==> src/hdl/pss_pkg.sv <==
// ----------------------------------------------------------------------------
// pss_pkg
// shared constants, command/status types and state codes for the periodic
// sample statistics block
// ----------------------------------------------------------------------------
package pss_pkg;

   localparam int SAMPLE_BITS = 32;
   localparam int FRAC_BITS   = 8;

   localparam int COUNT_BITS  = 32;
   localparam int ACC_BITS    = 64;
   localparam int OUT_BITS    = 40;
   localparam int PERIOD_BITS = 32;
   localparam int STAT_BITS   = 2;

   // count * sum of squares stays below 2^(COUNT_BITS+ACC_BITS)
   localparam int DIFF_BITS   = COUNT_BITS + ACC_BITS;
   localparam int DIV_BITS    = DIFF_BITS + 2 * FRAC_BITS;
   localparam int ROOT_BITS   = DIV_BITS / 2;
   localparam int MAC_BITS    = 2 * ACC_BITS + 2;
   localparam int CNT_BITS    = $clog2(DIV_BITS);

   localparam logic [PERIOD_BITS-1:0] PERIOD_RESET = PERIOD_BITS'(1000);

   localparam logic [STAT_BITS-1:0] STAT_OK      = 2'd0;
   localparam logic [STAT_BITS-1:0] STAT_EMPTY   = 2'd1;
   localparam logic [STAT_BITS-1:0] STAT_SINGLE  = 2'd2;

   // multiply sequence: count*sq, minus sum*sum, then the divisor count*(count-1)
   localparam logic [2:0] MUL_CSQ_LO  = 3'd0;
   localparam logic [2:0] MUL_CSQ_HI  = 3'd1;
   localparam logic [2:0] MUL_SS_LL   = 3'd2;
   localparam logic [2:0] MUL_SS_LH   = 3'd3;
   localparam logic [2:0] MUL_SS_HL   = 3'd4;
   localparam logic [2:0] MUL_SS_HH   = 3'd5;
   localparam logic [2:0] MUL_DIVISOR = 3'd6;
   localparam int         MUL_OPS     = 7;

   typedef enum logic [6:0] {
      ST_IDLE     = 7'b0000001,
      ST_MUL      = 7'b0000010,
      ST_DIV_MEAN = 7'b0000100,
      ST_VAR_CHK  = 7'b0001000,
      ST_DIV_VAR  = 7'b0010000,
      ST_SQRT     = 7'b0100000,
      ST_DONE     = 7'b1000000
   } state_type;

   typedef struct packed {
      logic       csr_write;
      logic       take_sample;
      logic       take_tick;
      logic       mul_issue;
      logic [2:0] mul_op;
      logic       div_load_mean;
      logic       div_load_var;
      logic       div_step;
      logic       sqrt_step;
      logic       save_mean;
      logic       out_load;
      logic       clear;
   } pss_cmd_type;

   typedef struct packed {
      logic report_due;
      logic var_pos;
   } pss_stat_type;

endpackage

==> src/hdl/pss_ctrl.sv <==
// ----------------------------------------------------------------------------
// pss_ctrl
// sequencer: accumulate, multiply, divide for the mean, divide and square root
// for the deviation when the variance term is positive, then load the report register
// ----------------------------------------------------------------------------
module pss_ctrl (
   input  logic                  clock,
   input  logic                  reset,
   input  logic                  req_valid,
   input  logic                  req_kind,
   input  logic                  csr_valid,
   input  logic                  rsp_stall,
   input  pss_pkg::pss_stat_type stat,
   output logic                  req_stall,
   output logic                  rsp_valid,
   output pss_pkg::pss_cmd_type  cmd
);

   pss_pkg::state_type state_ff, state_in;
   logic [pss_pkg::CNT_BITS-1:0] cnt_ff, cnt_in;
   logic rsp_valid_ff, rsp_valid_in;
   logic take;
   logic out_free;

   assign req_stall = (state_ff != pss_pkg::ST_IDLE);
   assign rsp_valid = rsp_valid_ff;
   assign take      = req_valid && !req_stall;
   assign out_free  = !rsp_valid_ff || !rsp_stall;

   always_comb begin
      state_in     = state_ff;
      cnt_in       = cnt_ff;
      rsp_valid_in = rsp_valid_ff && rsp_stall;
      cmd          = '0;
      cmd.csr_write = csr_valid;
      cmd.mul_op    = cnt_ff[2:0];
      case (state_ff)
         pss_pkg::ST_IDLE: begin
            if (take) begin
               cmd.take_tick   = req_kind;
               cmd.take_sample = !req_kind;
               if (!req_kind && stat.report_due) begin
                  state_in = pss_pkg::ST_MUL;
                  cnt_in   = '0;
               end
            end
         end
         pss_pkg::ST_MUL: begin
            cnt_in = cnt_ff + 1'b1;
            if (cnt_ff == pss_pkg::CNT_BITS'(pss_pkg::MUL_OPS)) begin
               cmd.div_load_mean = 1'b1;
               cnt_in   = '0;
               state_in = pss_pkg::ST_DIV_MEAN;
            end else begin
               cmd.mul_issue = 1'b1;
            end
         end
         pss_pkg::ST_DIV_MEAN: begin
            cmd.div_step = 1'b1;
            cnt_in = cnt_ff + 1'b1;
            if (cnt_ff == pss_pkg::CNT_BITS'(pss_pkg::DIV_BITS - 1)) begin
               cnt_in   = '0;
               state_in = pss_pkg::ST_VAR_CHK;
            end
         end
         pss_pkg::ST_VAR_CHK: begin
            cmd.save_mean = 1'b1;
            if (stat.var_pos) begin
               cmd.div_load_var = 1'b1;
               state_in = pss_pkg::ST_DIV_VAR;
            end else begin
               state_in = pss_pkg::ST_DONE;
            end
         end
         pss_pkg::ST_DIV_VAR: begin
            cmd.div_step = 1'b1;
            cnt_in = cnt_ff + 1'b1;
            if (cnt_ff == pss_pkg::CNT_BITS'(pss_pkg::DIV_BITS - 1)) begin
               cnt_in   = '0;
               state_in = pss_pkg::ST_SQRT;
            end
         end
         pss_pkg::ST_SQRT: begin
            cmd.sqrt_step = 1'b1;
            cnt_in = cnt_ff + 1'b1;
            if (cnt_ff == pss_pkg::CNT_BITS'(pss_pkg::ROOT_BITS - 1)) begin
               cnt_in   = '0;
               state_in = pss_pkg::ST_DONE;
            end
         end
         pss_pkg::ST_DONE: begin
            if (out_free) begin
               cmd.out_load = 1'b1;
               cmd.clear    = 1'b1;
               rsp_valid_in = 1'b1;
               state_in     = pss_pkg::ST_IDLE;
            end
         end
         default: begin
            state_in = pss_pkg::ST_IDLE;
         end
      endcase
   end

   always_ff @(posedge clock) begin
      if (reset) begin
         state_ff     <= pss_pkg::ST_IDLE;
         cnt_ff       <= '0;
         rsp_valid_ff <= 1'b0;
      end else begin
         state_ff     <= state_in;
         cnt_ff       <= cnt_in;
         rsp_valid_ff <= rsp_valid_in;
      end
   end

endmodule

==> config.mk <==
export PLATFORM = sky130hd
export DESIGN_NAME = pss_ctrl
export DESIGN_NICKNAME = d
export VERILOG_FILES = /design/src/hdl/pss_pkg.sv /design/src/hdl/pss_ctrl.sv
export SDC_FILE = /design/constraint.sdc
export NUM_CORES = 1
export LEC_CHECK = 0
export BUFFER_PORTS_ARGS = -buffer_cell sky130_fd_sc_hd__buf_2
export CELL_PAD_IN_SITES_DETAIL_PLACEMENT = 1
export CELL_PAD_IN_SITES_GLOBAL_PLACEMENT = 1
export CORE_MARGIN = 10
export CORE_UTILIZATION = 40
export CTS_CLUSTER_DIAMETER = 50
export CTS_CLUSTER_SIZE = 24
export DETAILED_ROUTE_END_ITERATION = 12
export PLACE_DENSITY_LB_ADDON = 0.1
export SYNTH_ARGS = -nofsm -noshare
export SYNTH_HDL_FRONTEND = slang
export SYNTH_SLANG_ARGS = --single-unit
==> constraint.sdc <==
create_clock -name clock -period 4.33 [get_ports clock]
set_input_delay 0.2165 -clock clock [delete_from_list [all_inputs] [get_ports clock]]
set_output_delay 0.2165 -clock clock [all_outputs]
set_load 0.005 [all_outputs]
== Word level (Yosys, flattened, before mapping) ==
Index checks and enable logic that the tools add are counted.
Storage, ports and cells
  input port bits: 8
  output and inout port bits: 16
  bits in registers: 15
Cells by class
  reduce and logical (&&, ||, !) cells: 12
  $add $sub $neg: 1
  equal/unequal tests: 18
  mux-type cells: 30
Operator list (number)
  7-bit 2-to-1 mux: 13
  7-bit case mux with 7 select lines: 1
  7-bit case mux with 4 select lines: 1
  7-bit by 3-bit equality test with 1-bit output, second input constant: 2
  7-bit by 6-bit equality test with 1-bit output, second input constant: 2
  7-bit equality test, second input constant: 2
  2-bit inequality test, second input constant: 7
  1-bit 2-to-1 mux: 11
  2-bit 2-to-1 mux: 4
  7-bit by 1-bit adder with 7-bit output, second input constant: 1
  7-bit by 1-bit equality test with 1-bit output, second input constant: 1
  7-bit by 2-bit equality test with 1-bit output, second input constant: 1
  7-bit by 4-bit equality test with 1-bit output, second input constant: 1
  7-bit by 5-bit equality test with 1-bit output, second input constant: 1
  7-bit by 1-bit inequality test with 1-bit output, second input constant: 1
  7-bit AND reduction: 1
  1-bit zero test: 4
  4-bit nonzero test: 1
  1-bit logical AND: 3
  3-bit AND reduction: 1
  2-bit OR reduction: 1
  1-bit logical OR: 1

== Depth between registers and ports, before layout ==
  word-level depth: 5
  gate-level depth with buffers: 6
  gate-level depth less buffers: 6

== Worst setup path before layout ==
OpenSTA, ideal clock, no wires.
  path kind: register -> register
  start: register state_ff[4]
  end: register cnt_ff[5] in the netlist's numbering
  cell stages (with the launch flop): 6
  required time: 4.272 ns
  library setup time: 0.058 ns
  arrival time: 1.993 ns
  setup slack: 2.279 ns
  cells stage by stage: dfxtp_1 > or4_4 > or4_4 > a21boi_4 > a31o_4 > o21ba_1
Between the ends
  longest elaborated chain between the ends: 5
  elaborated cells on any way between the ends: 14
  classes of those cells: eq/ne (8); mux (1); reduce/logical (5)
Ends and longest elaborated chain
  start: declaration: RTL line pss_ctrl.sv:19  | pss_pkg::state_type state_ff, state_in;
  start signal: assignment: RTL line pss_ctrl.sv:107  | state_ff <= pss_pkg::ST_IDLE;
  start signal: assignment: RTL line pss_ctrl.sv:111  | state_ff <= state_in;
  7-bit by 1-bit inequality test with 1-bit output: RTL line pss_ctrl.sv:25  | assign req_stall = (state_ff != pss_pkg::ST_IDLE);
  1-bit zero test: RTL line pss_ctrl.sv:27  | assign take = req_valid && !req_stall;
  1-bit logical AND: RTL line pss_ctrl.sv:27
  2-bit inequality test (no source line)
  3-bit AND reduction (no source line)
  end signal: assignment: RTL line pss_ctrl.sv:112  | cnt_ff <= cnt_in;
  end: declaration: RTL line pss_ctrl.sv:20  | logic [pss_pkg::CNT_BITS-1:0] cnt_ff, cnt_in;
Several ways; a longest one is shown, not always the timed one.
A chain may end at the register's enable or synchronous reset.

== Worst setup path after layout ==
  start: register state_ff[4]
  end: register cnt_ff[6] in the netlist's numbering
The elaborated chain is that of the path after synthesis.

==> results.sh <==
export IMPL_min_path_type="input pin to flip-flop"
export IMPL_antenna_found_initial=0
export IMPL_synth_top_area_share_pct=30.3
export IMPL_top_usage_layer="met2"
export IMPL_min_period_ns=2.26
export IMPL_rsz0062_at_grt="false"
export IMPL_cellPowerDensity_nw_per_um2=332
export IMPL_synth_edf_count=0
export IMPL_die_x_um=69.8
export IMPL_status="completed"
export IMPL_grt_max_degree=12
export IMPL_slowest_stage="nor3_1"
export IMPL_gr_usage_met2_pct=18.5
export IMPL_syn_cell_area_sq_um=991
export IMPL_ir_drop_mv=0.210
export IMPL_clock_fmax_mhz=442
export IMPL_layout_drive_gt1_share_pct=22.4
export IMPL_period_share_pct=52.3
export IMPL_die_area_sq_um=4870
export IMPL_core_area_sq_um=2280
export IMPL_cts_tree="built"
export IMPL_postCtsHoldBufs=0
export IMPL_crit_chain="nor3_1 -> nand3_1 -> o311a_1 -> or4_1 -> a21oi_1"
export IMPL_async_flop_share_pct=0
export IMPL_setup_tns_ns=0
export IMPL_ant_nets=0
export IMPL_grt_overflow_total=0
export IMPL_cp_start_kind="flip-flop"
export IMPL_chipHeight_um=69.8
export IMPL_use_met1_pct=14.5
export IMPL_drt_iter0_drc=68
export IMPL_grt_pass1_vias=1093
export IMPL_io_buffers=21
export IMPL_cts_sinks=15
export IMPL_drv_slew=0
export IMPL_worst_slew_pin_slew_ns=0.687
export IMPL_cts_root_buf="clkbuf_4"
export IMPL_reg2reg_slack_ns=2.07
export IMPL_place_hpwl_mm=2.28
export IMPL_synth_area_top_cells="dfxtp_1 (30%), a21oi_1 (6.1%), nand2_1 (4.2%)"
export IMPL_synth_flop_cell="dfxtp_1"
export IMPL_ios=24
export IMPL_syn_avg_cell_area_sq_um=7.86
export IMPL_synthDistinctLibCells=40
export IMPL_cts_resized=0
export IMPL_track_usage_pct=11.6
export IMPL_totalPowerFinal_w=0.000368
export IMPL_critPathCaptureType="flip-flop"
export IMPL_h_tree_depth=1
export IMPL_areaGrowthSynthToFinish_pct=11.9
export IMPL_post_drt_wl_per_cell_um=16.4
export IMPL_clock_path_buffers=2
export IMPL_start_util_pct=43.5
export IMPL_path_class="flip-flop to flip-flop"
export IMPL_fp_row_count=17
export IMPL_cts_made_buffers=3
export IMPL_cp_max_fo=11
export IMPL_num_vias=1011
export IMPL_met3_usage_pct=3.14
export IMPL_synth_top_area_cell="dfxtp_1"
export IMPL_ys_warn_count=0
export IMPL_clk_latency_ns=0.29
export IMPL_whs_ns=0.204
export IMPL_synth_nets=135
export IMPL_ys_ff_latch=15
export IMPL_vias_per_cell=5.91
export IMPL_netlist_instances=126
export IMPL_cpPeakStageDelay_ns=0.60
export IMPL_hold_viol_final=0
export IMPL_cap_violations=0
export IMPL_num_nets_final=153
export IMPL_clk_pin_slew_worst_paths_ns=0.10
export IMPL_required_ns=4.56
export IMPL_drc=0
export IMPL_setup_viol=0
export IMPL_firstDrtPassIters=4
export IMPL_routed_wl_mm=2.80
export IMPL_yosysSeqAreaShare_pct=30.3
export IMPL_post_cts_buffers=0
export IMPL_grt_pass1_wl_mm=4.89
export IMPL_antenna_cells=0
export IMPL_cp_arrival_ns=2.50
export IMPL_slew_headroom_pct=53.9
export IMPL_power_leakage_nw=0.539
export IMPL_finClkSkew_ns=0.00489
export IMPL_place_congestion=0.791
[routing by layer]
metal / wire [um] / part of all wire (%)
met1: 1360 / 49
met2: 1280 / 46
met3: 114 / 4.1
met4: 43 / 1.5
met5: 0 / 0
[critical path, delay by kind of cell (launching register included)]
family           cells  cell delay [ns]
AO/OA/AOI/OAI        2             0.46
flip-flops           1             0.39
AND/OR/NAND/NOR      3             1.36
[final timing paths]
| check | cells past startpoint | endpoint | from |
|---|---|---|---|
| worst max register to register | 5 | cnt_ff[6]$_SDFFE_PP0P_ | state_ff[4]$_SDFFE_PP0P_ |
| worst min register to register | 2 | cnt_ff[6]$_SDFFE_PP0P_ | cnt_ff[6]$_SDFFE_PP0P_ |
| worst max-delay path | 5 | cnt_ff[6]$_SDFFE_PP0P_ | state_ff[4]$_SDFFE_PP0P_ |
| worst min-delay path | 3 | state_ff[4]$_SDFFE_PP0P_ | stat[0] |
[cells in the final DEF, fill, tap and decap left out, types with 2 or more instances in the layout]
| cell | count |
|---|---|
| a21oi_1 | 12 |
| and3_1 | 2 |
| buf_2 | 21 |
| clkbuf_4 | 3 |
| dfxtp_1 | 15 |
| inv_1 | 7 |
| nand2_1 | 11 |
| nand2b_1 | 2 |
| nand3_1 | 8 |
| nand3b_1 | 2 |
| nand4_1 | 2 |
| nor2_1 | 8 |
| nor2b_1 | 3 |
| nor3_1 | 3 |
| nor4_1 | 4 |
| o211a_1 | 3 |
| o211ai_1 | 2 |
| o21ai_0 | 7 |
| o311a_1 | 2 |
| o311ai_0 | 2 |
| or3_1 | 2 |
| or4_4 | 2 |
| xor2_1 | 2 |
[metrics by stage]
stage / setup WS, ns / cells / area, sq um / utilization [%]
after detailed placement: 2.07 / 167 / 1080 / 47.6
final: 2.07 / 171 / 1110 / 48.7
after global placement: 2.09 / 167 / 1080 / 47.6
after global routing: 1.87 / 171 / 1110 / 48.7
after floorplan: 2.28 / 126 / 991 / -
after CTS: 2.05 / 171 / 1110 / 48.7
[cells in the mapped netlist (2+ instances only)]
| master | number |
|---|---|
| nand3_1 | 8 |
| or3_1 | 2 |
| nor2_1 | 8 |
| inv_1 | 7 |
| o311ai_0 | 2 |
| nor2b_1 | 3 |
| nand2_1 | 11 |
| clkbuf_1 | 3 |
| buf_4 | 5 |
| nand3b_1 | 2 |
| or4_4 | 2 |
| a21oi_1 | 12 |
| nand2b_1 | 2 |
| o21ai_0 | 7 |
| xor2_1 | 2 |
| dfxtp_1 | 15 |
| o211a_1 | 3 |
| nor4_1 | 4 |
| o211ai_1 | 2 |
| and3_1 | 2 |
| nand4_1 | 2 |
| o311a_1 | 2 |
| nor3_1 | 3 |
[logic make-up (layout without fill, tap and decap cells)]
family | Yosys count | count (layout) | share of synthesized area, %
and+or+nand+nor | 56 | 56 | 31.6
AOI/OAI and AO/OA | 36 | 36 | 26.5
DFF | 15 | 15 | 30.3
buffers and inverters | 15 | 32 | 7.58
xor gates and xnor gates | 2 | 2 | 1.77
adders and majority gates | 1 | 1 | 1.26
muxes | 1 | 1 | 1.01
[flip-flops by register name, indices dropped and copies added, names as in the netlist]
name / count
rsp_valid: 1
cnt_ff: 7
state_ff: 7
[power by group]
group	leakage (nW)	internal (W)	switching, W
Sequential	0.121	0.000145	0.0000126
Clock	0.0150	0.0000359	0.0000486
Combinational	0.403	0.0000561	0.0000699
[final cells by class]
type                       instances  area, sq um
timing repair buffer              21          105
tap                               28         35.0
clock buffer                       4         26.3
fill                             300         1170
sequential                        15          300
inverter                           7         26.3
multi-input combinational         96          616
No activity file was read; power rests on OpenSTA's default activity.
